### config.mk
export PLATFORM = sky130hd
export DESIGN_NAME = sabc_blend
export DESIGN_NICKNAME = d
export VERILOG_FILES = /design/src/sabc_pkg.sv /design/src/sabc_blend.sv
export SDC_FILE = /design/constraint.sdc
export NUM_CORES = 1
export LEC_CHECK = 0
export BUFFER_PORTS_ARGS = -buffer_cell sky130_fd_sc_hd__clkbuf_2
export CORE_UTILIZATION = 46
export DETAILED_ROUTE_END_ITERATION = 10
export PLACE_DENSITY_LB_ADDON = 0.3
export SYNTH_ARGS = -nofsm -noshare
export SYNTH_HDL_FRONTEND = slang
export SYNTH_SLANG_ARGS = --single-unit
### constraint.sdc
create_clock -name vclk -period 19.6
set_input_delay 3.92 -clock vclk [all_inputs]
set_output_delay 3.92 -clock vclk [all_outputs]
set_load 0.01 [all_outputs]
### src/sabc_pkg.sv
// shared types, constants and spot arithmetic for the scaled alpha blend compositor
package sabc_pkg;

   localparam int MAX_COLS   = 256;
   localparam int MAX_ROWS   = 256;
   localparam int MAX_REPEAT = 8;

   localparam int COL_BITS   = $clog2(MAX_COLS);
   localparam int ROW_BITS   = $clog2(MAX_ROWS);
   localparam int ADDR_BITS  = COL_BITS + ROW_BITS;
   localparam int DEPTH      = MAX_COLS * MAX_ROWS;
   localparam int PIX_BITS   = 24;
   localparam int REP_BITS   = 3;
   localparam int FRAC_BITS  = 21;
   localparam int LIM_BITS   = 9;
   localparam int CSR_IDX_BITS = 3;
   localparam int CSR_DATA_BITS = 11;

   localparam logic [CSR_IDX_BITS-1:0] REG_OFFSET_X    = 3'd0;
   localparam logic [CSR_IDX_BITS-1:0] REG_OFFSET_Y    = 3'd1;
   localparam logic [CSR_IDX_BITS-1:0] REG_ZOOM_X      = 3'd2;
   localparam logic [CSR_IDX_BITS-1:0] REG_ZOOM_Y      = 3'd3;
   localparam logic [CSR_IDX_BITS-1:0] REG_CANVAS_COLS = 3'd4;
   localparam logic [CSR_IDX_BITS-1:0] REG_CANVAS_ROWS = 3'd5;

   typedef enum logic [1:0] {
      ST_CLEAR,
      ST_IDLE,
      ST_SCAN,
      ST_BLEND
   } state_type;

   typedef struct packed {
      logic [10:0]         offset_x;
      logic [10:0]         offset_y;
      logic [10:0]         zoom_x;
      logic [10:0]         zoom_y;
      logic [LIM_BITS-1:0] canvas_cols;
      logic [LIM_BITS-1:0] canvas_rows;
   } cfg_type;

   typedef struct packed {
      logic                 load;
      logic                 clear;
      logic                 rd_en;
      logic                 wr_en;
      logic                 emit;
      logic                 final_write;
      logic [ADDR_BITS-1:0] addr;
   } ctl_type;

   typedef struct packed {
      logic       on_canvas;
      logic [7:0] pos;
   } axis_type;

   // trunc toward zero of (whole*256 + frac)/256, then bounds check against lim
   function automatic axis_type spot_axis(input logic [12:0] whole,
                                          input logic [FRAC_BITS-1:0] frac,
                                          input logic [LIM_BITS-1:0] lim);
      logic [23:0] s;
      axis_type    r;
      s = {{3{whole[12]}}, whole, 8'd0} + {3'd0, frac};
      if (s[23]) begin
         r.on_canvas = (&s[23:8]) && (s[7:0] != 8'd0) && (lim != '0);
         r.pos       = 8'd0;
      end else begin
         r.on_canvas = (s[23:8] < {7'd0, lim});
         r.pos       = s[15:8];
      end
      return r;
   endfunction

   // repeat count minus one: ceil(z/256) held to 1..MAX_REPEAT
   function automatic logic [REP_BITS-1:0] rep_last(input logic [10:0] z);
      logic [11:0] t;
      logic [3:0]  n;
      t = {1'b0, z} + 12'd255;
      n = t[11:8];
      if (n == 4'd0) n = 4'd1;
      if (n > 4'(MAX_REPEAT)) n = 4'(MAX_REPEAT);
      return REP_BITS'(n - 4'd1);
   endfunction

   // clamp a canvas size register to the store size
   function automatic logic [LIM_BITS-1:0] clamp_lim(input logic [LIM_BITS-1:0] v,
                                                     input logic [LIM_BITS-1:0] top);
      return (v > top) ? top : v;
   endfunction

endpackage

### src/sabc_blend.sv
// per-channel alpha blend (new*a + old*(255-a))/255 over three color lanes
module sabc_blend (
   input  logic [sabc_pkg::PIX_BITS-1:0] new_rgb,
   input  logic [sabc_pkg::PIX_BITS-1:0] old_rgb,
   input  logic [7:0]                    alpha,
   output logic [sabc_pkg::PIX_BITS-1:0] mix_rgb
);

   for (genvar c = 0; c < 3; c++) begin : g_lane
      logic [7:0]         n_val;
      logic [7:0]         o_val;
      logic signed [8:0]  diff;
      logic signed [17:0] prod;
      logic [15:0]        base;
      logic [15:0]        sum;
      logic [15:0]        adj;

      assign n_val = new_rgb[8*c +: 8];
      assign o_val = old_rgb[8*c +: 8];
      assign diff  = $signed({1'b0, n_val}) - $signed({1'b0, o_val});
      assign prod  = diff * $signed({1'b0, alpha});
      // o*255 + (n-o)*a
      assign base  = {o_val, 8'd0} - {8'd0, o_val};
      assign sum   = base + prod[15:0];
      // exact divide by 255 for the sums that arise here, at most 255*255
      assign adj   = sum + 16'd1 + {8'd0, sum[15:8]};
      assign mix_rgb[8*c +: 8] = adj[15:8];
   end

endmodule

==> metrics.txt <==
register area=0 sq um; total vias in the final route=9932; max_cap viols=0; nets=1974; n_diodes=0; hold path startpoint=new_rgb[14]; Post-CTS Setup Bufs=0; Post-Syn Instances=1480; Placer Congestion=0.876; setup violators final=0; Crit path max-delay family=adder cells; Worst Max-Slew Pin Slew=1050 ps; failing checks=DRC; Max FO, Critical Path=8; initial drt markers=602; core area=26200 sq um; I/O Buffers=80; pin count of the biggest net entering global routing=32; post-route ant nets=0; dpl hpwl=24500 um; final worst setup slack=2850 ps; layout cells sized above 1=6.97%; Final Critical Period=16750 ps; Slew Viols, Final=0; critical path class=in2out; antenna violations before repair=0; Slew Limit Headroom=29.6%; slowest stage delay, CP=640 ps; status=finished with violations; Fmax achieved=0.0597 GHz; Syn Nets=1917; DIE WIDTH=166 um; Initial Util=47.1%; Hold Path Stages=7; CP bufs+invs=7; Setup TNS Final=0 ps; DRT Pass-1 Iters=8; CP startpoint kind=input port; Core Util, Final=49.9%; seq_cells=0; Final Cycle Share=85.5%; clock buffer count=0; chip height=166 um; Avg WL per Cell=15.4 um; GRT Residual Overflow=0; GRT Resource Usage Total=21.8%; vias per cell=5.31; io pins=80; crit-path most repeated cell=fa_1; RSZ-0062 raised after global routing=no; worst-path cell with the longest stage delay=xnor2_1; cts repair resizes=0; Layout area overhead=5.94%; Yosys Warn Count=0; WHS=8850 ps; vias in the first global route=10.3k; WHS Endpoint=mix_rgb[15]; drt total wl=28900 um; hold_buf cts=0; Synth Cell Area=12400 sq um; Syn Area/Cell=8.35 sq um; Hold Path Class=in2out; DRC Markers=2; standard-cell rows=59; sequential area share after synthesis=0%; Worst Setup End Kind=output port; first-pass GRT wire length=49500 um; post-place setup slack=2920 ps; Crit path required time=15680 ps; Arrival @ worst endpoint=12830 ps; Die ar.=27500 sq um; final hold vios=0; library cells used by synthesis=79
==> cell usage in the layout (no fill, tap or decap), types with 13 or more instances in the layout <==
cell,Yosys,layout
xnor2_1,72,72
nand2_1,145,145
o21a_1,20,20
a21oi_1,28,28
nor3_1,25,25
nor2_1,62,62
xor2_1,18,18
and2_1,45,45
nor2b_1,29,29
inv_1,379,379
fa_1,231,231
a211oi_1,13,13
nand2b_1,26,26
nand3_1,19,19
o21ai_0,25,25
clkbuf_2,0,80
ha_1,150,150
a21o_1,13,13
==> worst max path at each step <==
| stage | cells after the start | start | slack [ps] | to |
|---|---|---|---|---|
| 6_report | 35 | new_rgb[0] | 2850 | mix_rgb[6] |
| 5_1_grt | 35 | new_rgb[0] | 2280 | mix_rgb[6] |
| 4_1_cts | 35 | new_rgb[0] | 2890 | mix_rgb[6] |
| 3_5_place_dp | 35 | new_rgb[0] | 2920 | mix_rgb[6] |
| 3_3_place_gp | 35 | new_rgb[0] | 3120 | mix_rgb[4] |
| 2_1_floorplan | 31 | old_rgb[10] | 4210 | mix_rgb[14] |
==> stage by stage <==
stage,area (sq um),cells
after detailed placement,13100,1870
final,13100,1870
after global placement,13100,1870
after global routing,13100,1870
after CTS,13100,1870
after floorplan,12400,1480
==> area by class of cell <==
class | count | area (sq um)
fillers | 2514 | 13100
well taps | 335 | 419
multi-input cells | 1073 | 10800
inverters | 380 | 1430
repair buffers | 82 | 415
==> routing by layer <==
layer | share of wire (%) | global-route usage [%] | vias to the layer above | wire, um
li1 | - | - | 4740 | -
met5 | 0 | 0 | - | 0
met1 | 46 | 30.3 | 4935 | 13300
met4 | 1.6 | 3.70 | 0 | 458
met2 | 49 | 38.2 | 227 | 14000
met3 | 3.9 | 1.05 | 30 | 1130
==> Yosys cell counts, types with 8 or more instances <==
master	instances	share of area, %
nor2_1	62	1.9
o21a_1	20	1.2
clkbuf_1	24	0.73
fa_1	231	37
o21bai_1	8	0.49
ha_1	150	15
a211oi_1	13	0.79
nand2b_1	26	1.3
and2_1	45	2.3
nor2b_1	29	1.5
xor2_1	18	1.3
nand4_1	8	0.41
o21ai_0	25	1.0
nor3_1	25	1.0
nand2_1	145	4.4
nand3_1	19	0.77
a21o_1	13	0.79
a21oi_1	28	1.1
inv_1	379	12
o21ai_1	8	0.32
xnor2_1	72	5.1
==> cells by family (layout without fill, tap and decap cells) <==
| family | Yosys count | count (layout) | synth area share [%] |
|---|---|---|---|
| fa+ha+maj | 384 | 384 | 52.9 |
| compound gates | 184 | 184 | 10.8 |
| xor+xnor | 94 | 94 | 7.07 |
| simple gates | 405 | 405 | 16.4 |
| mux | 6 | 6 | 0.506 |
| buf+inv | 407 | 462 | 12.4 |
Power is left out: the tool's default activity adds up to more than one toggle a clock period on the data nets, which glitch-free logic cannot reach.
