### config.mk
export PLATFORM = sky130hd
export DESIGN_NAME = sabc_seq
export DESIGN_NICKNAME = d
export VERILOG_FILES = /design/src/sabc_pkg.sv /design/src/sabc_seq.sv
export SDC_FILE = /design/constraint.sdc
export NUM_CORES = 1
export LEC_CHECK = 0
export ABC_CLOCK_PERIOD_IN_PS = 9600
export BUFFER_PORTS_ARGS = -buffer_cell sky130_fd_sc_hd__buf_2
export CORE_MARGIN = 3
export CORE_UTILIZATION = 55
export CTS_BUF_LIST = sky130_fd_sc_hd__clkbuf_8
export CTS_CLUSTER_DIAMETER = 40
export CTS_CLUSTER_SIZE = 8
export DETAILED_ROUTE_END_ITERATION = 10
export PLACE_DENSITY = 0.81
export SYNTH_ARGS = -nofsm -noshare
export SYNTH_HDL_FRONTEND = slang
export SYNTH_SLANG_ARGS = --single-unit
### constraint.sdc
create_clock -name clock -period 9.6 [get_ports clock]
set_input_delay 1.92 -clock clock [delete_from_list [all_inputs] [get_ports clock]]
set_output_delay 1.92 -clock clock [all_outputs]
set_load 0.005 [all_outputs]
### src/sabc_pkg.sv
// shared types, constants and spot arithmetic for the scaled alpha blend compositor
package sabc_pkg;

   localparam int MAX_COLS   = 256;
   localparam int MAX_ROWS   = 256;
   localparam int MAX_REPEAT = 8;

   localparam int COL_BITS   = $clog2(MAX_COLS);
   localparam int ROW_BITS   = $clog2(MAX_ROWS);
   localparam int ADDR_BITS  = COL_BITS + ROW_BITS;
   localparam int DEPTH      = MAX_COLS * MAX_ROWS;
   localparam int PIX_BITS   = 24;
   localparam int REP_BITS   = 3;
   localparam int FRAC_BITS  = 21;
   localparam int LIM_BITS   = 9;
   localparam int CSR_IDX_BITS = 3;
   localparam int CSR_DATA_BITS = 11;

   localparam logic [CSR_IDX_BITS-1:0] REG_OFFSET_X    = 3'd0;
   localparam logic [CSR_IDX_BITS-1:0] REG_OFFSET_Y    = 3'd1;
   localparam logic [CSR_IDX_BITS-1:0] REG_ZOOM_X      = 3'd2;
   localparam logic [CSR_IDX_BITS-1:0] REG_ZOOM_Y      = 3'd3;
   localparam logic [CSR_IDX_BITS-1:0] REG_CANVAS_COLS = 3'd4;
   localparam logic [CSR_IDX_BITS-1:0] REG_CANVAS_ROWS = 3'd5;

   typedef enum logic [1:0] {
      ST_CLEAR,
      ST_IDLE,
      ST_SCAN,
      ST_BLEND
   } state_type;

   typedef struct packed {
      logic [10:0]         offset_x;
      logic [10:0]         offset_y;
      logic [10:0]         zoom_x;
      logic [10:0]         zoom_y;
      logic [LIM_BITS-1:0] canvas_cols;
      logic [LIM_BITS-1:0] canvas_rows;
   } cfg_type;

   typedef struct packed {
      logic                 load;
      logic                 clear;
      logic                 rd_en;
      logic                 wr_en;
      logic                 emit;
      logic                 final_write;
      logic [ADDR_BITS-1:0] addr;
   } ctl_type;

   typedef struct packed {
      logic       on_canvas;
      logic [7:0] pos;
   } axis_type;

   // trunc toward zero of (whole*256 + frac)/256, then bounds check against lim
   function automatic axis_type spot_axis(input logic [12:0] whole,
                                          input logic [FRAC_BITS-1:0] frac,
                                          input logic [LIM_BITS-1:0] lim);
      logic [23:0] s;
      axis_type    r;
      s = {{3{whole[12]}}, whole, 8'd0} + {3'd0, frac};
      if (s[23]) begin
         r.on_canvas = (&s[23:8]) && (s[7:0] != 8'd0) && (lim != '0);
         r.pos       = 8'd0;
      end else begin
         r.on_canvas = (s[23:8] < {7'd0, lim});
         r.pos       = s[15:8];
      end
      return r;
   endfunction

   // repeat count minus one: ceil(z/256) held to 1..MAX_REPEAT
   function automatic logic [REP_BITS-1:0] rep_last(input logic [10:0] z);
      logic [11:0] t;
      logic [3:0]  n;
      t = {1'b0, z} + 12'd255;
      n = t[11:8];
      if (n == 4'd0) n = 4'd1;
      if (n > 4'(MAX_REPEAT)) n = 4'(MAX_REPEAT);
      return REP_BITS'(n - 4'd1);
   endfunction

   // clamp a canvas size register to the store size
   function automatic logic [LIM_BITS-1:0] clamp_lim(input logic [LIM_BITS-1:0] v,
                                                     input logic [LIM_BITS-1:0] top);
      return (v > top) ? top : v;
   endfunction

endpackage

### src/sabc_seq.sv
// spot sequencer: canvas clear sweep, spot walk and read-modify-write control
module sabc_seq (
   input  logic                     clock,
   input  logic                     reset,
   input  sabc_pkg::cfg_type        cfg,
   input  logic                     req_valid,
   output logic                     req_stall,
   input  logic [9:0]               req_src_x,
   input  logic [9:0]               req_src_y,
   input  logic                     rsp_free,
   output sabc_pkg::ctl_type        ctl
);

   sabc_pkg::state_type state_ff, state_in;

   logic [sabc_pkg::ADDR_BITS-1:0] clr_addr_ff, clr_addr_in;
   logic [sabc_pkg::FRAC_BITS-1:0] fx_ff, fx_in;
   logic [sabc_pkg::FRAC_BITS-1:0] fy_ff, fy_in;
   logic [sabc_pkg::REP_BITS-1:0]  i_ff, i_in;
   logic [sabc_pkg::REP_BITS-1:0]  j_ff, j_in;
   logic [sabc_pkg::REP_BITS-1:0]  nx_last_ff, nx_last_in;
   logic [sabc_pkg::REP_BITS-1:0]  ny_last_ff, ny_last_in;
   logic [sabc_pkg::ADDR_BITS-1:0] spot_addr_ff, spot_addr_in;
   logic                           final_ff, final_in;

   logic [sabc_pkg::LIM_BITS-1:0] cols_eff;
   logic [sabc_pkg::LIM_BITS-1:0] rows_eff;
   logic [12:0]                   whole_x, whole_x1, whole_y, whole_y1;
   sabc_pkg::axis_type            ax, ax1, ay, ay1;
   logic                          hit, x_last, y_last, row_done, walk_done;
   logic                          clr_done, accept;

   assign cols_eff = sabc_pkg::clamp_lim(cfg.canvas_cols,
                                         sabc_pkg::LIM_BITS'(sabc_pkg::MAX_COLS));
   assign rows_eff = sabc_pkg::clamp_lim(cfg.canvas_rows,
                                         sabc_pkg::LIM_BITS'(sabc_pkg::MAX_ROWS));

   assign whole_x  = {{2{cfg.offset_x[10]}}, cfg.offset_x} + {10'd0, i_ff};
   assign whole_x1 = {{2{cfg.offset_x[10]}}, cfg.offset_x} + {9'd0, {1'b0, i_ff} + 4'd1};
   assign whole_y  = {{2{cfg.offset_y[10]}}, cfg.offset_y} + {10'd0, j_ff};
   assign whole_y1 = {{2{cfg.offset_y[10]}}, cfg.offset_y} + {9'd0, {1'b0, j_ff} + 4'd1};

   assign ax  = sabc_pkg::spot_axis(whole_x, fx_ff, cols_eff);
   assign ax1 = sabc_pkg::spot_axis(whole_x1, fx_ff, cols_eff);
   assign ay  = sabc_pkg::spot_axis(whole_y, fy_ff, rows_eff);
   assign ay1 = sabc_pkg::spot_axis(whole_y1, fy_ff, rows_eff);

   // spots grow monotonically with the index, so on-canvas spots form one run per axis
   assign hit       = ax.on_canvas && ay.on_canvas;
   assign x_last    = (i_ff == nx_last_ff) || !ax1.on_canvas;
   assign y_last    = (j_ff == ny_last_ff) || !ay1.on_canvas;
   assign row_done  = (j_ff == ny_last_ff) || !ax.on_canvas;
   assign walk_done = (i_ff == nx_last_ff) && row_done;
   assign clr_done  = (clr_addr_ff == sabc_pkg::ADDR_BITS'(sabc_pkg::DEPTH - 1));

   // next state
   always_comb begin
      state_in = state_ff;
      case (state_ff)
         sabc_pkg::ST_CLEAR: begin
            if (clr_done) state_in = sabc_pkg::ST_IDLE;
         end
         sabc_pkg::ST_IDLE: begin
            if (req_valid) state_in = sabc_pkg::ST_SCAN;
         end
         sabc_pkg::ST_SCAN: begin
            if (hit) begin
               state_in = sabc_pkg::ST_BLEND;
            end else if (walk_done) begin
               state_in = sabc_pkg::ST_IDLE;
            end
         end
         sabc_pkg::ST_BLEND: begin
            if (rsp_free) begin
               if (!final_ff) begin
                  state_in = sabc_pkg::ST_SCAN;
               end else if (req_valid) begin
                  state_in = sabc_pkg::ST_SCAN;
               end else begin
                  state_in = sabc_pkg::ST_IDLE;
               end
            end
         end
         default: state_in = sabc_pkg::ST_CLEAR;
      endcase
   end

   // outputs
   always_comb begin
      req_stall       = 1'b1;
      ctl.load        = 1'b0;
      ctl.clear       = 1'b0;
      ctl.rd_en       = 1'b0;
      ctl.wr_en       = 1'b0;
      ctl.emit        = 1'b0;
      ctl.final_write = final_ff;
      ctl.addr        = spot_addr_ff;
      case (state_ff)
         sabc_pkg::ST_CLEAR: begin
            ctl.clear = 1'b1;
            ctl.wr_en = 1'b1;
            ctl.addr  = clr_addr_ff;
         end
         sabc_pkg::ST_IDLE: begin
            req_stall = 1'b0;
            ctl.load  = req_valid;
         end
         sabc_pkg::ST_SCAN: begin
            ctl.rd_en = hit;
            ctl.addr  = {ay.pos, ax.pos};
         end
         sabc_pkg::ST_BLEND: begin
            ctl.wr_en = rsp_free;
            ctl.emit  = rsp_free;
            req_stall = !(rsp_free && final_ff);
            ctl.load  = rsp_free && final_ff && req_valid;
         end
         default: begin
            req_stall = 1'b1;
         end
      endcase
   end

   assign accept = ctl.load;

   // walk counters and item registers
   always_comb begin
      clr_addr_in  = clr_addr_ff;
      fx_in        = fx_ff;
      fy_in        = fy_ff;
      i_in         = i_ff;
      j_in         = j_ff;
      nx_last_in   = nx_last_ff;
      ny_last_in   = ny_last_ff;
      spot_addr_in = spot_addr_ff;
      final_in     = final_ff;
      if (state_ff == sabc_pkg::ST_CLEAR) begin
         clr_addr_in = clr_addr_ff + sabc_pkg::ADDR_BITS'(1);
      end
      if (state_ff == sabc_pkg::ST_SCAN) begin
         if (row_done) begin
            i_in = i_ff + sabc_pkg::REP_BITS'(1);
            j_in = '0;
         end else begin
            j_in = j_ff + sabc_pkg::REP_BITS'(1);
         end
         if (hit) begin
            spot_addr_in = {ay.pos, ax.pos};
            final_in     = x_last && y_last;
         end
      end
      if (accept) begin
         fx_in      = sabc_pkg::FRAC_BITS'(req_src_x) * sabc_pkg::FRAC_BITS'(cfg.zoom_x);
         fy_in      = sabc_pkg::FRAC_BITS'(req_src_y) * sabc_pkg::FRAC_BITS'(cfg.zoom_y);
         i_in       = '0;
         j_in       = '0;
         nx_last_in = sabc_pkg::rep_last(cfg.zoom_x);
         ny_last_in = sabc_pkg::rep_last(cfg.zoom_y);
      end
   end

   always_ff @(posedge clock) begin
      if (reset) begin
         state_ff    <= sabc_pkg::ST_CLEAR;
         clr_addr_ff <= '0;
         i_ff        <= '0;
         j_ff        <= '0;
         final_ff    <= 1'b0;
      end else begin
         state_ff    <= state_in;
         clr_addr_ff <= clr_addr_in;
         i_ff        <= i_in;
         j_ff        <= j_in;
         final_ff    <= final_in;
      end
   end

   always_ff @(posedge clock) begin
      fx_ff        <= fx_in;
      fy_ff        <= fy_in;
      nx_last_ff   <= nx_last_in;
      ny_last_ff   <= ny_last_in;
      spot_addr_ff <= spot_addr_in;
   end

endmodule

==> reports/metrics.yaml <==
status:
  outcome: "finished clean"
global_routing:
  grt_pass1_vias: 12854
  track_usage_pct: 24.5
  grt_pass1_wl_um: 62600
  globalRoute.totalOverflow: 0
  antenna_found_initial: 0
  grt_start_max_net_pins: 51
cells_and_area:
  signed_area_change_from_the_synthesized_netlist_to_the_final_layout_pct: 6.07
  final_core_util_pct: 59.7
  fillCellCount: 2486
  design.final.nets: 2304
  final_layout_size_suffix_gt1_share_pct: 8.92
  layout.cell_area.non_filler_mm2: 0.0167
  num_antenna_cells: 0
setup_path:
  crit_chain: "buf_2 > ha_1 > fa_1 > a21oi_1 > nor2b_1 > nand3_1 > xnor2_1 > ha_1 > nor4_1 > o21ai_0 > nand2_1 > xor2_1 > inv_1 > ha_1 > a21o_1 > a21oi_1 > o21ai_0 > nor4_1 > and4_1 > o21ai_2 > nor2_1 > buf_4 > buf_2"
  crit_path_launch: "cfg[40]"
  crit_path_start_kind: "input port"
  worstPathArrival_ps: 6510
  critical_path.top_delay_family: "simple AND/OR/NAND/NOR gates"
  worstPathMaxFanout: 17
  crit_type: "in -> out"
  cp_num_buf_inv: 4
  setup.worst_path.end_class: "output pin"
  critPathMaxStageDelay_ps: 410
  critical_path_s_most_frequent_cell: "ha_1"
  slowest_stage: "fa_1"
  critical_path.reg2reg.startpoint: "i_ff[1]"
  timing.critical_path.required_ps: 7680
yosys:
  mux_share_of_post_synthesis_cell_area_pct: 0.413
  synth_compound_gate_area_share_pct: 13.7
  synth.lib_cells_used.distinct: 87
  ys_ff_latch: 89
  instance_count_of_the_mapped_netlist: 1786
  netlist_top_cells_count: "ha_1, inv_1, nand2_1, fa_1, nor2_1"
  synth_largest_area_cell: "fa_1"
  async_reset_ff_share_pct: 0
  yosysWarnings: 0
  synth_sequential_area_ratio_pct: 15.4
  synth_simple_gate_area_share_pct: 19.4
  synth-adder-area-share_pct: 36.7
  net_count_after_synthesis: 2246
  synth_enable_flop_cells: 64
  synth_top_family_by_area: "adder cells"
  synth_most_common_cell: "ha_1"
  top_cell_type_s_share_of_synthesized_area_pct: 18.8
  syn-mean-instance-area_um2: 8.82
  syn_area_mm2: 0.0158
  synthFlopType: "edfxtp_1"
  netlist_top_cells_area: "fa_1, ha_1, edfxtp_1"
  synth_area_in_xor_xnor_pct: 7.39
power:
  power_switching_mw: 1.16
  power.ir.vdd_worst_uv: 132
  power_switching_share_pct: 43.6
  p_leak_nw: 7.94
  combinational_group_share_of_total_power_pct: 70.5
  pwr-share-seq_pct: 19.1
  p_per_area_mw_per_mm2: 159
  internal_power_mw: 1.50
  power.share.clock_pct: 10.4
route:
  vias_per_cell: 5.78
  drtIter0Drc: 836
  drt_pass1_iterations: 7
  vias: 12871
  drt_drc_violations_left: 0
  detail_route.wl_per_cell_um: 16.7
  detail_route.wirelength_um: 37100
  ant_nets: 0
placed_design:
  globalplace.congestion: 0.939
  hpwl_um: 30900
  placement.cell_area_mm2: 0.0165
  portBuffers: 108
job:
  drv.max_cap_violation_count: 0
timing:
  period_share_pct: 87.8
  timing.final.hold_violations: 0
  min_period_ps: 8430
  setup_tns_ps: 0
  slew_headroom_pct: 23.1
  rsz0062_at_grt: "false"
  timing.fmax_ghz: 0.119
  final-setup-viol-count: 0
  worst_slew_pin_slew_ps: 1150
  final_max_slew_viol_count: 0
  final_clock_skew_ps: 14.6
min_path:
  holdCritStartpoint: "clr_addr_ff[7]"
  hold_class: "reg -> reg"
floorplanning:
  placement_rows: 61
  core-area_mm2: 0.0280
  number_of_primary_i_o_pins: 109
  chipHeight_um: 175
  floorplan.die.width_um: 175
  dieArea_mm2: 0.0307
  start_util_pct: 56.3
clock_network:
  clk_pin_slew_worst_paths_ps: 80
  tritoncts: "done"
  holdBufCountCts: 0
  cts_root_buffer: "clkbuf_8"
  cts_made_buffers: 9
  clk_path_buf_depth: 2
  resized_cells_post_cts: 0
  clock_sinks: 89
  worst_skew_pair.late_latency_ps: 370
  cts_post_setup_buffers_inserted: 0
  cts-htree-levels: 3
tightest hold or removal path, stage by stage (launching register included):
cell and delay, ps:
dfxtp_1 340, o21ai_0 80, a21oi_1 60
cells in the final DEF (no fill, tap or decap), types with 5 or more instances in the layout:
| cell type | count |
|---|---|
| buf_2 | 108 |
| nand3_1 | 37 |
| a21oi_1 | 56 |
| xnor2_1 | 82 |
| a31oi_1 | 8 |
| nor4_1 | 20 |
| a211oi_1 | 16 |
| o21a_1 | 19 |
| nor3_1 | 38 |
| o31ai_1 | 8 |
| xor2_1 | 51 |
| or2_2 | 7 |
| nor2b_1 | 18 |
| inv_1 | 210 |
| nor2_1 | 115 |
| o211ai_1 | 7 |
| or3_1 | 13 |
| dfxtp_1 | 25 |
| ha_1 | 226 |
| nand2b_1 | 11 |
| nand4_1 | 16 |
| fa_1 | 148 |
| and4_1 | 5 |
| and2_1 | 114 |
| o21ai_0 | 60 |
| edfxtp_1 | 64 |
| nand2_1 | 177 |
| o21bai_1 | 12 |
| clkbuf_8 | 9 |
| and3_1 | 13 |
| mux2i_1 | 5 |
| a22oi_1 | 16 |
| o41ai_1 | 7 |
| a21o_1 | 35 |
final cells by class:
type / instances / area (um2) / area share [%]
clock buffer: 9 / 124 / 0.741
sequential: 89 / 2420 / 14.5
clock inverter: 7 / 88.8 / 0.532
tap: 378 / 473 / 2.83
multi-input combinational: 1423 / 12300 / 73.3
timing repair buffer: 112 / 571 / 3.41
inverter: 209 / 785 / 4.69
worst paths after layout:
path,slack (ps),cells past startpoint,end
setup / recovery,1170,23,ctl[19]
hold / removal,510,2,clr_addr_ff[7]
setup reg to reg,4340,21,final_ff
hold reg to reg,510,2,clr_addr_ff[7]
power by group through the flow:
stage	sequential [mW]	combinational, mW	clock (mW)
6_report	0.508	1.87	0.276
5_1_grt	0.508	2.16	0.295
4_1_cts	0.508	1.87	0.281
3_5_place_dp	0.517	1.85	0
3_3_place_gp	0.517	1.80	0
2_1_floorplan	0.517	1.50	0
kinds of logic (layout without fill, tap and decap cells):
kind of cell / count (synthesis) / in the layout
simple gates: 607 / 607
fa+ha+maj: 374 / 374
compound gates: 303 / 303
buf+inv: 274 / 337
xor+xnor: 133 / 133
flops: 89 / 89
mux: 6 / 6
through the flow:
| step | total power [mW] | hold WS [ps] | setup slack (ps) | std cells |
|---|---|---|---|---|
| after floorplan | 2.01 | 467 | 1510 | 1786 |
| after global placement | 2.31 | 484 | 1350 | 2211 |
| after detailed placement | 2.37 | 502 | 1210 | 2211 |
| after CTS | 2.66 | 514 | 1190 | 2227 |
| after global routing | 2.96 | 559 | 757 | 2227 |
| final | 2.65 | 514 | 1170 | 2227 |
state kept, by name, summed over array words and instances, names as in the netlist:
| register | cells |
|---|---|
| fx_ff | 21 |
| fy_ff | 21 |
| clr_addr_ff | 16 |
| spot_addr_ff | 16 |
| i_ff | 3 |
| j_ff | 3 |
| nx_last_ff | 3 |
| ny_last_ff | 3 |
| state_ff | 2 |
| final_ff | 1 |
per-layer routing:
metal	up-vias	routed length [um]	GRT usage, %
li1	6198	-	-
met1	6215	16900	34.7
met2	413	17300	40.9
met3	45	2250	2.55
met4	0	636	5.55
met5	-	0	0
Note: power is estimated with default switching activity, not from simulation.
